## src/rtl/nfir_pkg.sv

```systemverilog
// shared types and constants for the normalized fir filter
// no dependencies; imported by the cell, divider and top level

package nfir_pkg;

  localparam int MAX_TAPS    = 6;
  localparam int SAMPLE_BITS = 16;
  localparam int WEIGHT_BITS = 8;
  localparam int OUT_BITS    = SAMPLE_BITS;
  localparam int TAP_CNT_BITS = 3;
  localparam int PROD_BITS   = SAMPLE_BITS + WEIGHT_BITS;
  localparam int ACC_BITS    = PROD_BITS + $clog2(MAX_TAPS);
  localparam int WSUM_BITS   = WEIGHT_BITS + $clog2(MAX_TAPS);
  localparam int QCNT_BITS   = $clog2(SAMPLE_BITS);

  localparam int CFG_ADDR_BITS = 5;
  localparam int CFG_DATA_BITS = 32;
  localparam int REG_IDX_BITS  = 3;

  // register map, byte address is 4 * index
  localparam logic [REG_IDX_BITS-1:0] REG_TAP_COUNT = 3'd0;
  localparam logic [REG_IDX_BITS-1:0] REG_WEIGHT_0  = 3'd1;
  localparam logic [REG_IDX_BITS-1:0] REG_WEIGHT_5  = 3'd6;

  localparam logic [TAP_CNT_BITS-1:0] DEF_TAP_COUNT = 3'd4;
  localparam logic [WEIGHT_BITS-1:0]  DEF_WEIGHT_ON = 8'd1;

  typedef struct packed {
    logic shift;    // move the window one place, new sample into cell 0
    logic capture;  // register weight * sample in every cell
    logic clear;    // zero the sample window
  } cell_ctrl_t;

endpackage

```

## src/rtl/nfir_cell.sv

```systemverilog
// one tap cell: holds a window sample, its product and the running sums
// depends on nfir_pkg

module nfir_cell import nfir_pkg::*; (
  input  logic                   clk,
  input  logic                   rst_n,
  input  cell_ctrl_t             ctrl,
  input  logic                   active,
  input  logic [WEIGHT_BITS-1:0] weight,
  input  logic [SAMPLE_BITS-1:0] sample_in,
  input  logic [ACC_BITS-1:0]    psum_in,
  input  logic [WSUM_BITS-1:0]   wsum_in,
  output logic [SAMPLE_BITS-1:0] sample_out,
  output logic [ACC_BITS-1:0]    psum_out,
  output logic [WSUM_BITS-1:0]   wsum_out
);

  logic [SAMPLE_BITS-1:0] tap_r;
  logic [PROD_BITS-1:0]   prod_r;
  logic [PROD_BITS-1:0]   prod_nxt;
  logic [ACC_BITS-1:0]    psum_r;
  logic [WSUM_BITS-1:0]   wsum_r;

  assign prod_nxt = active ? (PROD_BITS'(weight) * PROD_BITS'(tap_r)) : '0;

  always_ff @(posedge clk) begin
    if (!rst_n) begin
      tap_r <= '0;
    end else if (ctrl.clear) begin
      tap_r <= '0;
    end else if (ctrl.shift) begin
      tap_r <= sample_in;
    end
  end

  // sums ripple one cell per cycle; settled once the products hold still
  always_ff @(posedge clk) begin
    if (ctrl.capture) begin
      prod_r <= prod_nxt;
    end
    psum_r <= psum_in + ACC_BITS'(prod_r);
    wsum_r <= wsum_in + (active ? WSUM_BITS'(weight) : '0);
  end

  assign sample_out = tap_r;
  assign psum_out   = psum_r;
  assign wsum_out   = wsum_r;

endmodule

```

## src/rtl/nfir_div.sv

```systemverilog
// restoring divider, one quotient bit per cycle, msb first
// depends on nfir_pkg; quotient fits SAMPLE_BITS since the result is an average

module nfir_div import nfir_pkg::*; (
  input  logic                   clk,
  input  logic                   rst_n,
  input  logic                   start,
  input  logic [ACC_BITS-1:0]    dividend,
  input  logic [WSUM_BITS-1:0]   divisor,
  output logic                   busy,
  output logic [SAMPLE_BITS-1:0] quotient
);

  logic                   busy_r;
  logic [QCNT_BITS-1:0]   cnt_r;
  logic [ACC_BITS-1:0]    rem_r;
  logic [WSUM_BITS-1:0]   div_r;
  logic [SAMPLE_BITS-1:0] q_r;
  logic [ACC_BITS-1:0]    trial;
  logic                   fits;

  assign trial = ACC_BITS'(div_r) << cnt_r;
  assign fits  = (rem_r >= trial);

  always_ff @(posedge clk) begin
    if (!rst_n) begin
      busy_r <= 1'b0;
      cnt_r  <= '0;
    end else if (start) begin
      busy_r <= 1'b1;
      cnt_r  <= QCNT_BITS'(SAMPLE_BITS - 1);
    end else if (busy_r) begin
      if (cnt_r == '0) begin
        busy_r <= 1'b0;
      end else begin
        cnt_r <= cnt_r - 1'b1;
      end
    end
  end

  always_ff @(posedge clk) begin
    if (start) begin
      rem_r <= dividend;
      div_r <= divisor;
    end else if (busy_r) begin
      if (fits) begin
        rem_r <= rem_r - trial;
      end
      q_r <= {q_r[SAMPLE_BITS-2:0], fits};
    end
  end

  assign busy     = busy_r;
  assign quotient = q_r;

  a_no_restart: assert property (@(posedge clk) disable iff (!rst_n)
    start |-> !busy_r) else $error("divider started while busy");

  a_rem_bound: assert property (@(posedge clk) disable iff (!rst_n)
    ($fell(busy_r) && div_r != '0) |-> (rem_r < ACC_BITS'(div_r)))
    else $error("remainder not below divisor after last step");

endmodule

```

## src/rtl/normalized_fir_filter_core.sv

```systemverilog
// normalized fir filter top level: config registers, tap cell chain, divider
// depends on nfir_pkg, nfir_cell, nfir_div
// a new sample is accepted only once the previous result is in the output register
// it runs a multiply step, the 6-cell sum chain and the 16-step restoring divider
// a result waiting in the output register does not block the next input transfer
// reset (synchronous, rst_n low): window cleared, tap_count 4, weights 1,1,1,1,0,0

module normalized_fir_filter_core import nfir_pkg::*; (
  input  logic                     clk,
  input  logic                     rst_n,
  input  logic                     in_tvalid,
  output logic                     in_tready,
  input  logic [15:0]              in_tdata,    // [15:0] sample
  input  logic                     in_tlast,    // last_sample
  output logic                     out_tvalid,
  input  logic                     out_tready,
  output logic [15:0]              out_tdata,   // [15:0] filtered_value
  output logic                     out_tuser,   // [0] zero_weight_sum
  input  logic                     cfg_psel,
  input  logic                     cfg_penable,
  input  logic                     cfg_pwrite,
  input  logic [CFG_ADDR_BITS-1:0] cfg_paddr,
  input  logic [CFG_DATA_BITS-1:0] cfg_pwdata,
  output logic [CFG_DATA_BITS-1:0] cfg_prdata,
  output logic                     cfg_pready
);

  typedef enum logic [3:0] {
    ST_IDLE = 4'b0001,
    ST_MUL  = 4'b0010,
    ST_SUM  = 4'b0100,
    ST_DIV  = 4'b1000
  } state_t;

  localparam int SUM_CNT_BITS = $clog2(MAX_TAPS + 1);

  state_t                   state_r, state_nxt;
  logic [SUM_CNT_BITS-1:0]  cnt_r;
  logic                     last_r;
  logic                     zero_r;
  logic [TAP_CNT_BITS-1:0]  tap_count_r;
  logic [WEIGHT_BITS-1:0]   weight_r [MAX_TAPS];
  logic                     out_tvalid_r;
  logic [OUT_BITS-1:0]      out_tdata_r;
  logic                     out_tuser_r;

  logic                     in_xfer;
  logic                     cfg_wr;
  logic [REG_IDX_BITS-1:0]  reg_idx;
  logic                     div_start;
  logic                     div_busy;
  logic [SAMPLE_BITS-1:0]   div_q;
  logic                     out_load;
  cell_ctrl_t               cell_ctrl;

  logic [SAMPLE_BITS-1:0]   tap_w  [MAX_TAPS+1];
  logic [ACC_BITS-1:0]      psum_w [MAX_TAPS+1];
  logic [WSUM_BITS-1:0]     wsum_w [MAX_TAPS+1];

  // configuration port
  assign cfg_pready = 1'b1;
  assign reg_idx    = cfg_paddr[CFG_ADDR_BITS-1:2];
  assign cfg_wr     = cfg_psel && cfg_penable && cfg_pwrite && cfg_pready;

  always_ff @(posedge clk) begin
    if (!rst_n) begin
      tap_count_r <= DEF_TAP_COUNT;
      for (int k = 0; k < MAX_TAPS; k++) begin
        weight_r[k] <= (k < int'(DEF_TAP_COUNT)) ? DEF_WEIGHT_ON : '0;
      end
    end else if (cfg_wr) begin
      unique case (reg_idx) inside
        REG_TAP_COUNT: tap_count_r <= cfg_pwdata[TAP_CNT_BITS-1:0];
        [REG_WEIGHT_0:REG_WEIGHT_5]: begin
          weight_r[reg_idx - REG_WEIGHT_0] <= cfg_pwdata[WEIGHT_BITS-1:0];
        end
        default: ;
      endcase
    end
  end

  always_comb begin
    unique case (reg_idx) inside
      REG_TAP_COUNT: cfg_prdata = CFG_DATA_BITS'(tap_count_r);
      [REG_WEIGHT_0:REG_WEIGHT_5]: begin
        cfg_prdata = CFG_DATA_BITS'(weight_r[reg_idx - REG_WEIGHT_0]);
      end
      default: cfg_prdata = '0;
    endcase
  end

  // sequencer
  assign in_tready = (state_r == ST_IDLE);
  assign in_xfer   = in_tvalid && in_tready;
  assign div_start = (state_r == ST_SUM) && (cnt_r == SUM_CNT_BITS'(MAX_TAPS));
  assign out_load  = (state_r == ST_DIV) && !div_busy && (!out_tvalid_r || out_tready);

  always_comb begin
    state_nxt = state_r;
    unique case (state_r)
      ST_IDLE: if (in_xfer) state_nxt = ST_MUL;
      ST_MUL:  state_nxt = ST_SUM;
      ST_SUM:  if (div_start) state_nxt = ST_DIV;
      ST_DIV:  if (out_load) state_nxt = ST_IDLE;
      default: state_nxt = ST_IDLE;
    endcase
  end

  always_ff @(posedge clk) begin
    if (!rst_n) begin
      state_r <= ST_IDLE;
      cnt_r   <= '0;
      last_r  <= 1'b0;
    end else begin
      state_r <= state_nxt;
      if (in_xfer) begin
        last_r <= in_tlast;
      end
      if (state_r == ST_SUM) begin
        cnt_r <= cnt_r + 1'b1;
      end else begin
        cnt_r <= '0;
      end
    end
  end

  // products are taken from the window before it is cleared on a last item
  assign cell_ctrl.shift   = in_xfer;
  assign cell_ctrl.capture = (state_r == ST_MUL);
  assign cell_ctrl.clear   = (state_r == ST_MUL) && last_r;

  assign tap_w[0]  = in_tdata;
  assign psum_w[0] = '0;
  assign wsum_w[0] = '0;

  for (genvar k = 0; k < MAX_TAPS; k++) begin : g_cell
    nfir_cell u_cell (
      .clk        (clk),
      .rst_n      (rst_n),
      .ctrl       (cell_ctrl),
      .active     (tap_count_r > TAP_CNT_BITS'(k)),
      .weight     (weight_r[k]),
      .sample_in  (tap_w[k]),
      .psum_in    (psum_w[k]),
      .wsum_in    (wsum_w[k]),
      .sample_out (tap_w[k+1]),
      .psum_out   (psum_w[k+1]),
      .wsum_out   (wsum_w[k+1])
    );
  end

  nfir_div u_div (
    .clk      (clk),
    .rst_n    (rst_n),
    .start    (div_start),
    .dividend (psum_w[MAX_TAPS]),
    .divisor  (wsum_w[MAX_TAPS]),
    .busy     (div_busy),
    .quotient (div_q)
  );

  always_ff @(posedge clk) begin
    if (div_start) begin
      zero_r <= (wsum_w[MAX_TAPS] == '0);
    end
  end

  // output register
  always_ff @(posedge clk) begin
    if (!rst_n) begin
      out_tvalid_r <= 1'b0;
    end else if (out_load) begin
      out_tvalid_r <= 1'b1;
    end else if (out_tready) begin
      out_tvalid_r <= 1'b0;
    end
  end

  always_ff @(posedge clk) begin
    if (out_load) begin
      out_tdata_r <= zero_r ? '0 : div_q;
      out_tuser_r <= zero_r;
    end
  end

  assign out_tvalid = out_tvalid_r;
  assign out_tdata  = out_tdata_r;
  assign out_tuser  = out_tuser_r;

  a_zero_flag_value: assert property (@(posedge clk) disable iff (!rst_n)
    (out_tvalid_r && out_tuser_r) |-> (out_tdata_r == '0))
    else $error("zero weight sum flagged with nonzero value");

  a_accept_starts: assert property (@(posedge clk) disable iff (!rst_n)
    in_xfer |=> (state_r == ST_MUL && cell_ctrl.capture))
    else $error("accepted item did not start the multiply step");

  a_no_overwrite: assert property (@(posedge clk) disable iff (!rst_n)
    (state_r == ST_DIV && !div_busy && out_tvalid_r && !out_tready)
    |=> (state_r == ST_DIV))
    else $error("result left the divider while the output was full");

  a_div_ready_at_start: assert property (@(posedge clk) disable iff (!rst_n)
    div_start |=> div_busy)
    else $error("divider did not start with the sum");

endmodule

```

## config.mk

```make
export PLATFORM = sky130hd
export DESIGN_NAME = normalized_fir_filter_core
export DESIGN_NICKNAME = d
export VERILOG_FILES = /design/src/rtl/nfir_pkg.sv /design/src/rtl/nfir_cell.sv /design/src/rtl/nfir_div.sv /design/src/rtl/normalized_fir_filter_core.sv
export SDC_FILE = /design/constraint.sdc
export NUM_CORES = 2
export LEC_CHECK = 0
export ABC_AREA = 1
export BUFFER_PORTS_ARGS = -buffer_cell sky130_fd_sc_hd__buf_4
export CAP_MARGIN = 25
export CORE_MARGIN = 2
export CORE_UTILIZATION = 48
export CTS_CLUSTER_SIZE = 14
export DETAILED_ROUTE_END_ITERATION = 16
export HOLD_SLACK_MARGIN = 0.08
export PLACE_DENSITY = 0.71
export REMOVE_ABC_BUFFERS = 1
export SYNTH_ARGS = -nofsm -noshare
export SYNTH_HDL_FRONTEND = slang
export SYNTH_HIERARCHICAL = 1
export SYNTH_SLANG_ARGS = --single-unit
```

## constraint.sdc

```tcl
create_clock -name clk -period 6.2 [get_ports clk]
set_input_delay 1.55 -clock clk [delete_from_list [all_inputs] [get_ports clk]]
set_output_delay 1.55 -clock clk [all_outputs]
set_load 0.01 [all_outputs]
```

==> impl_results.md <==
* Status: finished clean
* Ys Warns at 6
* DP Worst Slack at 0.485 ns
* CTS tree: built
* Post-Synthesis Cells at around 9000
* Share of layout cells above drive strength 1 at 0.0510
* Reg clk slew, reported paths at ~0.06 ns
* Cell area after placement at 65400 µm²
* Worst vdd ir at 212 µV
* GRT overflow at 0
* Avg WL per Cell at 15.5 µm
* GPL Wtd Cong at 0.988
* Antenna violations before repair at 4
* Hpwl dp at 135 mm
* WL final at 167 mm
* Largest net degree at the start of global routing at 97
* Synthesized flop and latch total at 621
* Slew @ Worst Pin at 1.15 ns
* Synth-to-Final Area Change at 7.30%
* Setup TNS at 0 ns
* DIE HEIGHT at 367 µm
* Initial DRC Count at 4259
* PD cells at ~230 nW/µm²
* Hold slack at about 0.43 ns
* Initial Utilization at 0.483
* EDFF count, synth at 280
* Seq pwr share at 0.362
* Post-route DRC at 0
* Critical Path AT at 4.26 ns
* Die width at approximately 370 µm
* Top cells by area, synth: nand2_1 (16%), fa_1 (16%), edfxtp_1 (13%)
* Worst-skew pair later-pin latency at approximately 0.67 ns
* Root buf cell: clkbuf_16
* Highest Clock Rate at between 150 and 200 MHz
* Setup bufs post-CTS at 0
* Final Instance Count excl. Fillers at roughly 11000
* WS Path Type: input pin to primary output
* Commonest cells post-synth: nand2_1 (2773), inv_1 (2132), nor2_1 (597)
* Unique masters post-synth at 55
* Critical path required time at roughly 4.7 ns
* Number of port buffers at slightly above 60
* Total placed cells including tap cells at 10653
* Initial DRT Pass Iterations at 8
* ANT nets after route at 0
* Fin Clk Skew at approximately 0.026 ns
* Internal power at 9.63 mW
* Nets@finish at 10041
* CTS Hold Bufs at 0
* Sequential fraction of the synthesis area at 0.241
* Sw frac at 0.388
* Gr usage total at 0.250
* Clock Tree Buf Depth at 3
* Per-instance average area after synthesis at 7.02 µm²
* Post-synth ARST share at 0
* Post-CTS Resized at 0
* Clock power share at 0.278
* IO Count at 113
* Yosys top cell area share at 0.164
* Final instance area at 67900 µm²
* Std cell rows at 133
* RSZ-0062 raised after global routing: false
* Final Cycle Share at 0.938
* Via density at around 5
* Worst slew margin at 0.234
* Final hold vios at 0
* Post-synth top flop: dfxtp_1
* Setup WS post-layout at 0.385 ns
* Gate power share at 0.360
* Max-slew violations at 0
* Crit Path Max Fanout at 40
* Leakage power at 39.3 nW
* DR vias at 54046
* Final setup viols at 0
* Final cell utilization of the core at 0.518
* Mapped Area at between 60000 and 70000 µm²
* Max-cap viol count at 0
* First-pass GRT wire length at 272 mm
* Min cycle time layout at 5.81 ns
* CTS Buf Count at 71
* Vias in the first global route at 52996
* Die area at 135000 µm²
* Tot Pwr at approximately 16 mW
* Synth area leader: nand2_1
* Core footprint at between 100000 and 150000 µm²
* H-Tree Depth at 3
* # clock sinks at 621
* Sw power at around 6.1 mW
* Hold WC Path Type: flip-flop to flip-flop
* CP Capture Type: primary output
* Startpoint class of the critical path: input pin
* Fillers at 12729
* Count leader, synth: nand2_1
## power groups by stage
stage               registers, mW  clock network [mW]  logic, mW
finish                       5.69                4.38       5.65
global route                 5.74                4.62       6.34
CTS                          5.69                4.48       5.58
detailed placement           5.77                   0       5.54
global placement             5.77                   0       5.45
floorplan                    5.44                   0       4.08
## worst paths after layout
check,startpoint,endpoint,slack [ns],cells after the start
worst max-delay path,cfg_paddr[2],cfg_prdata[3],0.39,9
worst min-delay path,g_cell[5].u_cell/wsum_out[6]$_DFF_P_,u_div/div_r[6]$_DFFE_PP_,0.43,0
worst max register to register,weight_r[2][4]$_SDFFCE_PN0P_,g_cell[2].u_cell/prod_r[20]$_SDFFCE_PN0P_,1.04,17
worst min register to register,g_cell[5].u_cell/wsum_out[6]$_DFF_P_,u_div/div_r[6]$_DFFE_PP_,0.43,0
## layer usage
layer / track usage / part of all wire
met4: 0.104 / 0.044
met3: 0.0323 / 0.068
met1: 0.322 / 0.42
met5: 0 / 0.00019
met2: 0.424 / 0.47
## registers in the layout (all words and copies together), names as in the netlist
| register | flops |
|---|---|
| out_tvalid | 1 |
| g_cell.u_cell/wsum_out | 66 |
| g_cell.u_cell/sample_out | 96 |
| u_div/cnt_r | 4 |
| u_div/rem_r | 27 |
| weight_r | 64 |
| g_cell.u_cell/psum_out | 162 |
| g_cell.u_cell/prod_r | 144 |
| out_tuser | 1 |
| u_div/div_r | 11 |
| u_div/quotient | 16 |
| zero_r | 1 |
| out_tdata | 16 |
| cnt_r | 3 |
| state_r | 4 |
| last_r | 1 |
| tap_count_r | 3 |
| u_div/busy | 1 |
## worst max-delay path, cell delays in order
cell and delay [ns]:
buf_4 0.34, inv_2 0.28, ha_1 0.36, buf_4 0.28, clkinv_1 0.53, nand3_1 0.25
a21oi_1 0.11, nor3_1 0.33, buf_4 0.19
## layout by cell type, fill, tap and decap left out, drive strengths merged, types with 2 or more instances in the layout
cell / instances
nor2: 667
o21ai: 161
dfxtp: 341
bufinv: 6
and3: 2
o22ai: 3
xor2: 100
a22oi: 9
edfxtp: 280
nand2: 2842
a31oi: 3
nand3b: 18
clkinv: 24
nor4: 4
diode: 2
ha: 489
buf: 101
clkinvlp: 3
nand3: 337
nor3: 39
o21a: 7
fa: 517
xnor2: 67
and2: 23
or2: 13
nand4: 90
o21bai: 78
mux2i: 3
conb: 76
inv: 2157
clkbuf: 99
a21oi: 465
a211oi: 6
## logic make-up after synthesis
logic type / Yosys count / share of synthesized area
and+or+nand+nor: 4035 / 0.263
buffers and inverters: 2449 / 0.148
adders and majority gates: 1006 / 0.260
AOI/OAI and AO/OA: 734 / 0.0642
DFF: 621 / 0.241
xor gates and xnor gates: 167 / 0.0233
muxes: 3 / 0.000475
other: 2 / 0.000119
## final cells by class
class                           count  area, µm²  area share
Antenna cell                        2       5.00   0.0000737
Inverter                         2158       8110       0.119
Timing Repair Buffer              101        918      0.0135
Clock buffer                       99       2060      0.0304
Multi-Input combinational cell   6021      39000       0.574
Tap cell                         1755       2200      0.0323
Sequential cell                   621      15200       0.224
Clock inverter                     32        373     0.00549
Note: power is estimated with default switching activity, not from simulation.
